### src/hdl/imu_rx_pkg.sv
// Shared constants and types for the serial IMU frame receiver.
package imu_rx_pkg;

	localparam int FRAME_LEN  = 33;
	localparam int PACKET_LEN = 11;
	localparam int SUM_LEN    = 10;
	localparam int BANKS      = 2;
	localparam int MEM_DEPTH  = BANKS * FRAME_LEN;
	localparam int IDX_W      = $clog2(FRAME_LEN);
	localparam int PKT_W      = $clog2(PACKET_LEN);
	localparam int ADDR_W     = $clog2(MEM_DEPTH);
	localparam int COUNT_W    = 32;

	localparam logic [7:0]        HEADER_BYTE = 8'h55;
	localparam logic [IDX_W-1:0]  LAST_IDX    = IDX_W'(FRAME_LEN - 1);
	localparam logic [PKT_W-1:0]  SUM_POS     = PKT_W'(SUM_LEN);
	localparam logic [ADDR_W-1:0] BANK_BASE   = ADDR_W'(FRAME_LEN);

	// One write into the frame buffer.
	typedef struct packed {
		logic              en;
		logic [ADDR_W-1:0] addr;
		logic [7:0]        data;
	} mem_wr_t;

	// One finished frame, handed from the front to the back.
	typedef struct packed {
		logic               bank;
		logic               ok;
		logic [COUNT_W-1:0] count;
	} frame_desc_t;

endpackage

### src/hdl/imu_rx_front.sv
// Front end: header hunting, frame collection and on-the-fly header and sum checks.
module imu_rx_front (
	input  logic                   clk,
	input  logic                   arst_n,
	input  logic                   accept,
	input  logic [7:0]             byte_in,
	output imu_rx_pkg::mem_wr_t    wr,
	output logic                   desc_push,
	output imu_rx_pkg::frame_desc_t desc
);

	logic [imu_rx_pkg::IDX_W-1:0]   pos_q;
	logic [imu_rx_pkg::PKT_W-1:0]   pkt_q;
	logic [7:0]                     sum_q;
	logic                           ok_q;
	logic                           bank_q;
	logic [imu_rx_pkg::COUNT_W-1:0] good_q;

	logic       active;
	logic       hdr_bad;
	logic       sum_bad;
	logic       ok_n;
	logic       frame_end;

	assign active    = accept && ((pos_q != '0) || (byte_in == imu_rx_pkg::HEADER_BYTE));
	assign hdr_bad   = (pkt_q == '0) && (byte_in != imu_rx_pkg::HEADER_BYTE);
	assign sum_bad   = (pkt_q == imu_rx_pkg::SUM_POS) && (byte_in != sum_q);
	assign ok_n      = ok_q && !hdr_bad && !sum_bad;
	assign frame_end = active && (pos_q == imu_rx_pkg::LAST_IDX);

	always_comb begin
		wr.en   = active;
		wr.data = byte_in;
		wr.addr = bank_q ? imu_rx_pkg::BANK_BASE + imu_rx_pkg::ADDR_W'(pos_q)
		                 : imu_rx_pkg::ADDR_W'(pos_q);
	end

	assign desc_push  = frame_end;
	assign desc.bank  = bank_q;
	assign desc.ok    = ok_n;
	assign desc.count = ok_n ? good_q + 1'b1 : good_q;

	always_ff @(posedge clk or negedge arst_n) begin
		if (!arst_n) begin
			pos_q  <= '0;
			pkt_q  <= '0;
			ok_q   <= 1'b1;
			bank_q <= 1'b0;
			good_q <= '0;
		end else if (active) begin
			if (frame_end) begin
				pos_q  <= '0;
				pkt_q  <= '0;
				ok_q   <= 1'b1;
				bank_q <= !bank_q;
				good_q <= desc.count;
			end else begin
				pos_q <= pos_q + 1'b1;
				pkt_q <= (pkt_q == imu_rx_pkg::SUM_POS) ? '0 : pkt_q + 1'b1;
				ok_q  <= ok_n;
			end
		end
	end

	always_ff @(posedge clk) begin
		if (active) begin
			sum_q <= (pkt_q == '0) ? byte_in : sum_q + byte_in;
		end
	end

endmodule

### src/hdl/imu_rx_queue.sv
// Two-entry queue of finished-frame descriptors between the front and the back.
module imu_rx_queue (
	input  logic                    clk,
	input  logic                    arst_n,
	input  logic                    wr_en,
	input  imu_rx_pkg::frame_desc_t wr_desc,
	input  logic                    rd_en,
	output imu_rx_pkg::frame_desc_t head,
	output logic                    q_full,
	output logic                    q_empty
);

	imu_rx_pkg::frame_desc_t entry_q [imu_rx_pkg::BANKS];
	logic       wr_ptr_q;
	logic       rd_ptr_q;
	logic [1:0] cnt_q;

	assign head    = entry_q[rd_ptr_q];
	assign q_full  = (cnt_q == 2'd2);
	assign q_empty = (cnt_q == 2'd0);

	always_ff @(posedge clk or negedge arst_n) begin
		if (!arst_n) begin
			wr_ptr_q <= 1'b0;
			rd_ptr_q <= 1'b0;
			cnt_q    <= '0;
		end else begin
			if (wr_en) begin
				wr_ptr_q <= !wr_ptr_q;
			end
			if (rd_en) begin
				rd_ptr_q <= !rd_ptr_q;
			end
			cnt_q <= cnt_q + {1'b0, wr_en} - {1'b0, rd_en};
		end
	end

	always_ff @(posedge clk) begin
		if (wr_en) begin
			entry_q[wr_ptr_q] <= wr_desc;
		end
	end

endmodule

### src/hdl/imu_rx_back.sv
// Back end: frame buffer memory and the readout of results, one per cycle while pop keeps taking them.
module imu_rx_back (
	input  logic                           clk,
	input  logic                           arst_n,
	input  imu_rx_pkg::mem_wr_t            wr,
	input  logic                           q_empty,
	input  imu_rx_pkg::frame_desc_t        head,
	output logic                           q_pop,
	input  logic                           pop,
	output logic                           empty,
	output logic [7:0]                     byte_value,
	output logic [imu_rx_pkg::IDX_W-1:0]   byte_index,
	output logic                           frame_ok,
	output logic                           last,
	output logic [imu_rx_pkg::COUNT_W-1:0] frame_count
);

	logic [7:0] frame_mem_q [imu_rx_pkg::MEM_DEPTH];

	logic [imu_rx_pkg::IDX_W-1:0]   idx_q;

	// Read stage: request issued, memory data arrives in rd_s1.
	logic                           vld_s1;
	logic [7:0]                     rd_s1;
	logic [imu_rx_pkg::IDX_W-1:0]   idx_s1;
	logic                           ok_s1;
	logic                           last_s1;
	logic [imu_rx_pkg::COUNT_W-1:0] cnt_s1;

	// Output register.
	logic                           vld_s2;
	logic [7:0]                     val_s2;
	logic [imu_rx_pkg::IDX_W-1:0]   idx_s2;
	logic                           ok_s2;
	logic                           last_s2;
	logic [imu_rx_pkg::COUNT_W-1:0] cnt_s2;

	logic                          move_s2;
	logic                          issue;
	logic                          issue_last;
	logic [imu_rx_pkg::ADDR_W-1:0] rd_addr;

	assign move_s2    = vld_s1 && (!vld_s2 || pop);
	assign issue      = !q_empty && (!vld_s1 || move_s2);
	assign issue_last = !head.ok || (idx_q == imu_rx_pkg::LAST_IDX);
	assign q_pop      = issue && issue_last;
	assign rd_addr    = head.bank ? imu_rx_pkg::BANK_BASE + imu_rx_pkg::ADDR_W'(idx_q)
	                              : imu_rx_pkg::ADDR_W'(idx_q);

	always_ff @(posedge clk) begin
		if (wr.en) begin
			frame_mem_q[wr.addr] <= wr.data;
		end
	end

	always_ff @(posedge clk) begin
		if (issue) begin
			rd_s1   <= frame_mem_q[rd_addr];
			idx_s1  <= head.ok ? idx_q : '0;
			ok_s1   <= head.ok;
			last_s1 <= issue_last;
			cnt_s1  <= head.count;
		end
		if (move_s2) begin
			val_s2  <= ok_s1 ? rd_s1 : 8'h00;
			idx_s2  <= idx_s1;
			ok_s2   <= ok_s1;
			last_s2 <= last_s1;
			cnt_s2  <= cnt_s1;
		end
	end

	always_ff @(posedge clk or negedge arst_n) begin
		if (!arst_n) begin
			idx_q  <= '0;
			vld_s1 <= 1'b0;
			vld_s2 <= 1'b0;
		end else begin
			if (issue) begin
				idx_q <= issue_last ? '0 : idx_q + 1'b1;
			end
			if (issue) begin
				vld_s1 <= 1'b1;
			end else if (move_s2) begin
				vld_s1 <= 1'b0;
			end
			if (move_s2) begin
				vld_s2 <= 1'b1;
			end else if (pop) begin
				vld_s2 <= 1'b0;
			end
		end
	end

	assign empty       = !vld_s2;
	assign byte_value  = val_s2;
	assign byte_index  = idx_s2;
	assign frame_ok    = ok_s2;
	assign last        = last_s2;
	assign frame_count = cnt_s2;

endmodule

### src/hdl/imu_frame_receiver.sv
// Top level of the serial IMU frame receiver.
//
// The receiver takes one serial byte per word on its input queue port and
// hunts for a 0x55 header, dropping every other byte until one arrives. It
// then collects a 33-byte frame of three 11-byte packets, checking on the fly
// that bytes 0, 11 and 22 are headers and that each packet's last byte equals
// the low eight bits of the sum of its first ten bytes. A good frame bumps
// the 32-bit wrapping frame counter and is read out as 33 words, each carrying
// the byte, its index, frame_ok high, the count including this frame, and last
// on index 32. A bad frame yields one word with zero byte and index, frame_ok
// low, last high and the unchanged count. The input side takes one byte per
// cycle while full is low. Readout of a good frame gives one word per cycle
// while pop keeps taking them, set by the single read port of the frame buffer.
// The buffer holds two frames, so the input side stalls (full high) only while
// two finished frames are still waiting for readout.
module imu_frame_receiver (
	input  logic        clk,
	input  logic        arst_n,
	input  logic        push,
	output logic        full,
	input  logic [7:0]  byte_in,
	output logic        empty,
	input  logic        pop,
	output logic [7:0]  byte_value,
	output logic [5:0]  byte_index,
	output logic        frame_ok,
	output logic        last,
	output logic [31:0] frame_count
);

	imu_rx_pkg::mem_wr_t     wr;
	imu_rx_pkg::frame_desc_t desc;
	imu_rx_pkg::frame_desc_t head;
	logic                    desc_push;
	logic                    q_pop;
	logic                    q_full;
	logic                    q_empty;
	logic                    accept;

	// A byte is taken whenever a free frame buffer bank is guaranteed.
	assign full   = q_full;
	assign accept = push && !q_full;

	imu_rx_front u_front (
		.clk       (clk),
		.arst_n    (arst_n),
		.accept    (accept),
		.byte_in   (byte_in),
		.wr        (wr),
		.desc_push (desc_push),
		.desc      (desc)
	);

	imu_rx_queue u_queue (
		.clk     (clk),
		.arst_n  (arst_n),
		.wr_en   (desc_push),
		.wr_desc (desc),
		.rd_en   (q_pop),
		.head    (head),
		.q_full  (q_full),
		.q_empty (q_empty)
	);

	imu_rx_back u_back (
		.clk         (clk),
		.arst_n      (arst_n),
		.wr          (wr),
		.q_empty     (q_empty),
		.head        (head),
		.q_pop       (q_pop),
		.pop         (pop),
		.empty       (empty),
		.byte_value  (byte_value),
		.byte_index  (byte_index),
		.frame_ok    (frame_ok),
		.last        (last),
		.frame_count (frame_count)
	);

endmodule

### config.mk
export PLATFORM = sky130hd
export DESIGN_NAME = imu_frame_receiver
export DESIGN_NICKNAME = d
export VERILOG_FILES = /design/src/hdl/imu_rx_pkg.sv /design/src/hdl/imu_rx_front.sv /design/src/hdl/imu_rx_queue.sv /design/src/hdl/imu_rx_back.sv /design/src/hdl/imu_frame_receiver.sv
export SDC_FILE = /design/constraint.sdc
export NUM_CORES = 1
export LEC_CHECK = 0
export BUFFER_PORTS_ARGS = -buffer_cell sky130_fd_sc_hd__buf_2
export CORE_MARGIN = 8
export CORE_UTILIZATION = 56
export DETAILED_ROUTE_END_ITERATION = 7
export HOLD_SLACK_MARGIN = 0.02
export PLACE_DENSITY = 0.79
export SETUP_SLACK_MARGIN = 0.1
export SYNTH_ARGS = -nofsm -noshare
export SYNTH_HDL_FRONTEND = slang
export SYNTH_SLANG_ARGS = --single-unit
### constraint.sdc
create_clock -name clk -period 3.6 [get_ports clk]
set_input_delay 1.08 -clock clk [delete_from_list [all_inputs] [get_ports clk]]
set_output_delay 1.08 -clock clk [all_outputs]
set_load 0.1 [all_outputs]
==> impl_metrics.json <==
{
  "required_ns": 4.00,
  "finish.instance_area_um2": 36200,
  "critical_path.max_fanout": 14,
  "setup_viol_count_final": 0,
  "grt_pass1_wl_mm": 123.4,
  "fin_nets": 2395,
  "worst_ep_arrival_ns": 3.97,
  "drv_slew": 0,
  "first_global_vias": 20500,
  "syn_nets": 2139,
  "globalRouteMet1Util_pct": 32.36,
  "clock_tree_from_tritoncts": "done",
  "dr.first_iter.drc_count": 2925,
  "antenna_found_initial": 1,
  "cts.sinks": 756,
  "synth_cell_types": 78,
  "synth-seq-area-share_pct": 72.30,
  "worst_path_max_delay_cell": "xnor2_1",
  "post_synth_inst_count": 2109,
  "crit_path_largest_cell_delay_ns": 0.72,
  "detailedPlace.worstSlack_ns": -0.03619,
  "cts_htree_levels": 3,
  "drv.max_cap_violation_count": 0,
  "cp-start-kind": "register",
  "grt.busiest_layer": "met2",
  "totalWireLength_mm": 83.02,
  "firstDrtPassIters": 6,
  "most_instantiated_flip_flop_cell_in_the_synthesis_netlist": "edfxtp_1",
  "root_buffer": "clkbuf_16",
  "drt_antenna_net_count": 0,
  "holdBufCountCts": 0,
  "post-route-drc-count": 0,
  "initial_cell_density_of_the_core_pct": 56.52,
  "die_area_um2": 63170,
  "syn_avg_cell_area_um2": 14.71,
  "slew-limit-headroom_pct": 17.79,
  "synth_enable_flop_cells": 700,
  "io_buffer_count": 61,
  "async_flop_share_pct": 7.407,
  "layout-area-overhead-vs-synth_pct": 16.72,
  "drive_above_1_share_pct": 20.25,
  "yosysWarningCount": 0,
  "worst_skew_pair.late_latency_ns": 0.62,
  "num_rows": 86,
  "clk_path_buf_depth": 3,
  "critical_path.endpoint_type": "register",
  "postSynthRegisterBits": 756,
  "cts.reportedPaths.clkPinSlew_ns": 0.06,
  "critPathTopFamily": "compound AO/OA/AOI/OAI gates",
  "dr_total_vias": 20780,
  "setup_total_negative_slack_ns": 0,
  "cp_common_cell": "buf_4",
  "unrepaired_setup_endpoints_after_global_routing": "yes",
  "vdd.ir_drop.worst_mv": 0.5643,
  "crit_buf_inv": 2,
  "clock-skew-final_ns": 0.01853,
  "cp_cell_sequence": "mux2i_4 > buf_4 > a31oi_1 > xnor2_1 > buf_4 > nand2_1 > a311o_1 > o211ai_1",
  "number_of_placed_i_o_pins": 62,
  "m2_gr_usage_pct": 41.23,
  "report.final.hold_viol_count": 0,
  "dpl_cell_area_um2": 33600,
  "cell_pwr_density_nw_per_um2": 834.9,
  "post-route-min-period_ns": 3.571,
  "gp_congestion": 0.9654,
  "num-fill-cells": 3558,
  "grt_start_max_net_pins": 68,
  "cts_made_buffers": 74,
  "worst-slew-pin-transition_ns": 1.224,
  "fmax_mhz": 280.0,
  "timing_worst_setup_path_type": "register to register",
  "finish.utilization_pct": 65.97,
  "grt_use_total_pct": 25.75,
  "dp.cells": 2978,
  "gr-usage-met3_pct": 6.434,
  "coreArea_um2": 54880,
  "post_synth_instance_area_um2": 31010,
  "die_span_in_y_um": 251.3,
  "setup.reg_to_reg.worst_slack_ns": 0.03,
  "outcome": "finished clean",
  "min-delay-path-class": "register to register",
  "post_route_clock_period_utilization_pct": 99.19,
  "grt_overflow": 0,
  "leak_pwr_nw": 12.72,
  "post-dp-hpwl_mm": 53.67,
  "drt-wirelength-per-cell_um": 26.52,
  "die_w_um": 251.3,
  "layout_setup_ws_ns": 0.02919,
  "post_layout_nonfiller_instances": 3130,
  "drt_via_density": 6.638
}
[power by group]
| part | internal [mW] | leakage [nW] | total (mW) | switching [mW] |
|---|---|---|---|---|
| Sequential | 10.7 | 7.17 | 11.2 | 0.488 |
| Clock | 4.31 | 1.16 | 7.58 | 3.28 |
| Combinational | 3.67 | 4.39 | 11.4 | 7.75 |
[stage by stage]
step	power, mW	hold WS [ns]
3_5_place_dp	22.12	0.4061
3_3_place_gp	21.74	0.4017
2_1_floorplan	18.18	0.4003
4_1_cts	29.82	0.4084
5_1_grt	31.11	0.4101
6_report	30.23	0.4142
[path summary, 6_finish.rpt]
kind                                               from                                to  cells past startpoint
setup / recovery           u_queue.rd_ptr_q$_DFFE_PN0P_         u_back.rd_s1[1]$_DFFE_PP_                      8
hold / removal              u_back.cnt_s1[10]$_DFFE_PP_  u_back.frame_count[10]$_DFFE_PP_                      0
setup reg to reg           u_queue.rd_ptr_q$_DFFE_PN0P_         u_back.rd_s1[1]$_DFFE_PP_                      8
hold reg to reg             u_back.cnt_s1[10]$_DFFE_PP_  u_back.frame_count[10]$_DFFE_PP_                      0
max in group asynchronous                        arst_n    u_front.good_q[22]$_DFFE_PN0P_                      2
min in group asynchronous                        arst_n     u_front.good_q[8]$_DFFE_PN0P_                      1
[cell usage in the layout, fill, tap and decap left out, types with 16 or more instances in the layout]
cell       instances
edfxtp_1         700
buf_4            219
nand2_1          177
o22ai_1          142
nor2_1           141
mux2i_1           92
clkbuf_16         77
nor3_1            62
buf_2             61
nand3_1           56
dfrtp_1           54
xnor2_1           43
o21ai_0           42
xor2_1            38
mux2_2            37
o31ai_1           31
o221ai_1          29
inv_1             28
a311oi_1          27
a21oi_1           22
buf_12            19
nand4_1           17
a211oi_1          17
ha_1              17
clkinv_1          16
and2_1            16
[routing by layer]
layer,wire [um],up-vias
li1,-,8795
met1,29830,10190
met2,39020,1463
met3,9720,326
met4,4438,2
met5,13,-
[cells in the mapped netlist, types with 28 or more instances]
master / count / area share, %
edfxtp_1: 700 / 68
nand2_1: 178 / 2.2
nor2_1: 142 / 1.7
o22ai_1: 142 / 2.9
mux2i_1: 92 / 3.0
nor3_1: 63 / 1.0
clkbuf_1: 56 / 0.68
nand3_1: 56 / 0.90
dfrtp_1: 55 / 4.4
buf_2: 44 / 0.71
xnor2_1: 44 / 1.2
o21ai_0: 42 / 0.68
xor2_1: 38 / 1.1
mux2_2: 37 / 1.3
o31ai_1: 31 / 0.75
inv_1: 29 / 0.35
o221ai_1: 29 / 0.82
a311oi_1: 28 / 0.79
[area by class of cell]
class                      count  area [um2]  area share (%)
clock buffer                  89        1971           5.444
timing repair buffer         300        2355           6.505
sequential                   756       22420           61.94
antenna                        1       2.502        0.006913
clock inverter                47       422.9           1.168
multi-input combinational   1202        8029           22.18
tap                          704       880.8           2.433
inverter                      31       116.4          0.3214
[worst register-to-register path: stages, from the launching register on]
cell and delay [ns]:
dfrtp_1 0.44, mux2i_4 0.44, buf_4 0.28, a31oi_1 0.08
xnor2_1 0.72, buf_4 0.29, nand2_1 0.28, a311o_1 0.48
o211ai_1 0.36
[sequential cells by signal, indices dropped and copies added (netlist names), 2 cells and up]
signal,flops
u_queue.entry_q,68
u_back.idx_q,6
u_back.cnt_s1,32
u_queue.cnt_q,2
u_front.sum_q,8
u_back.frame_mem_q,528
u_front.pos_q,6
u_back.idx_s1,6
u_back.rd_s1,8
u_front.pkt_q,4
u_back.byte_index,6
u_back.frame_count,32
u_back.byte_value,8
u_front.good_q,32
[what timing repair did]
| item | 4_1_cts | 5_1_grt |
|---|---|---|
| setup buffers | 9 | 5 |
| gates cloned | 0 | 1 |
| pin swaps | 1 | 1 |
| setup endpoints to repair | 6 | 79 |
| gates resized for setup | 4 | 7 |
[kinds of logic (layout without fill, tap and decap cells)]
group           count (synthesis)  in the layout  synth area share (%)
mux                           136            136                 4.744
fa+ha+maj                      18             18                0.7504
simple gates                  555            555                 8.323
xor+xnor                       83             83                 2.368
compound gates                410            410                 9.392
buf+inv                       151            467                 2.126
flops                         756            756                 72.30
other cells                     0              1                     0
Power figures use the tool's default switching activity.
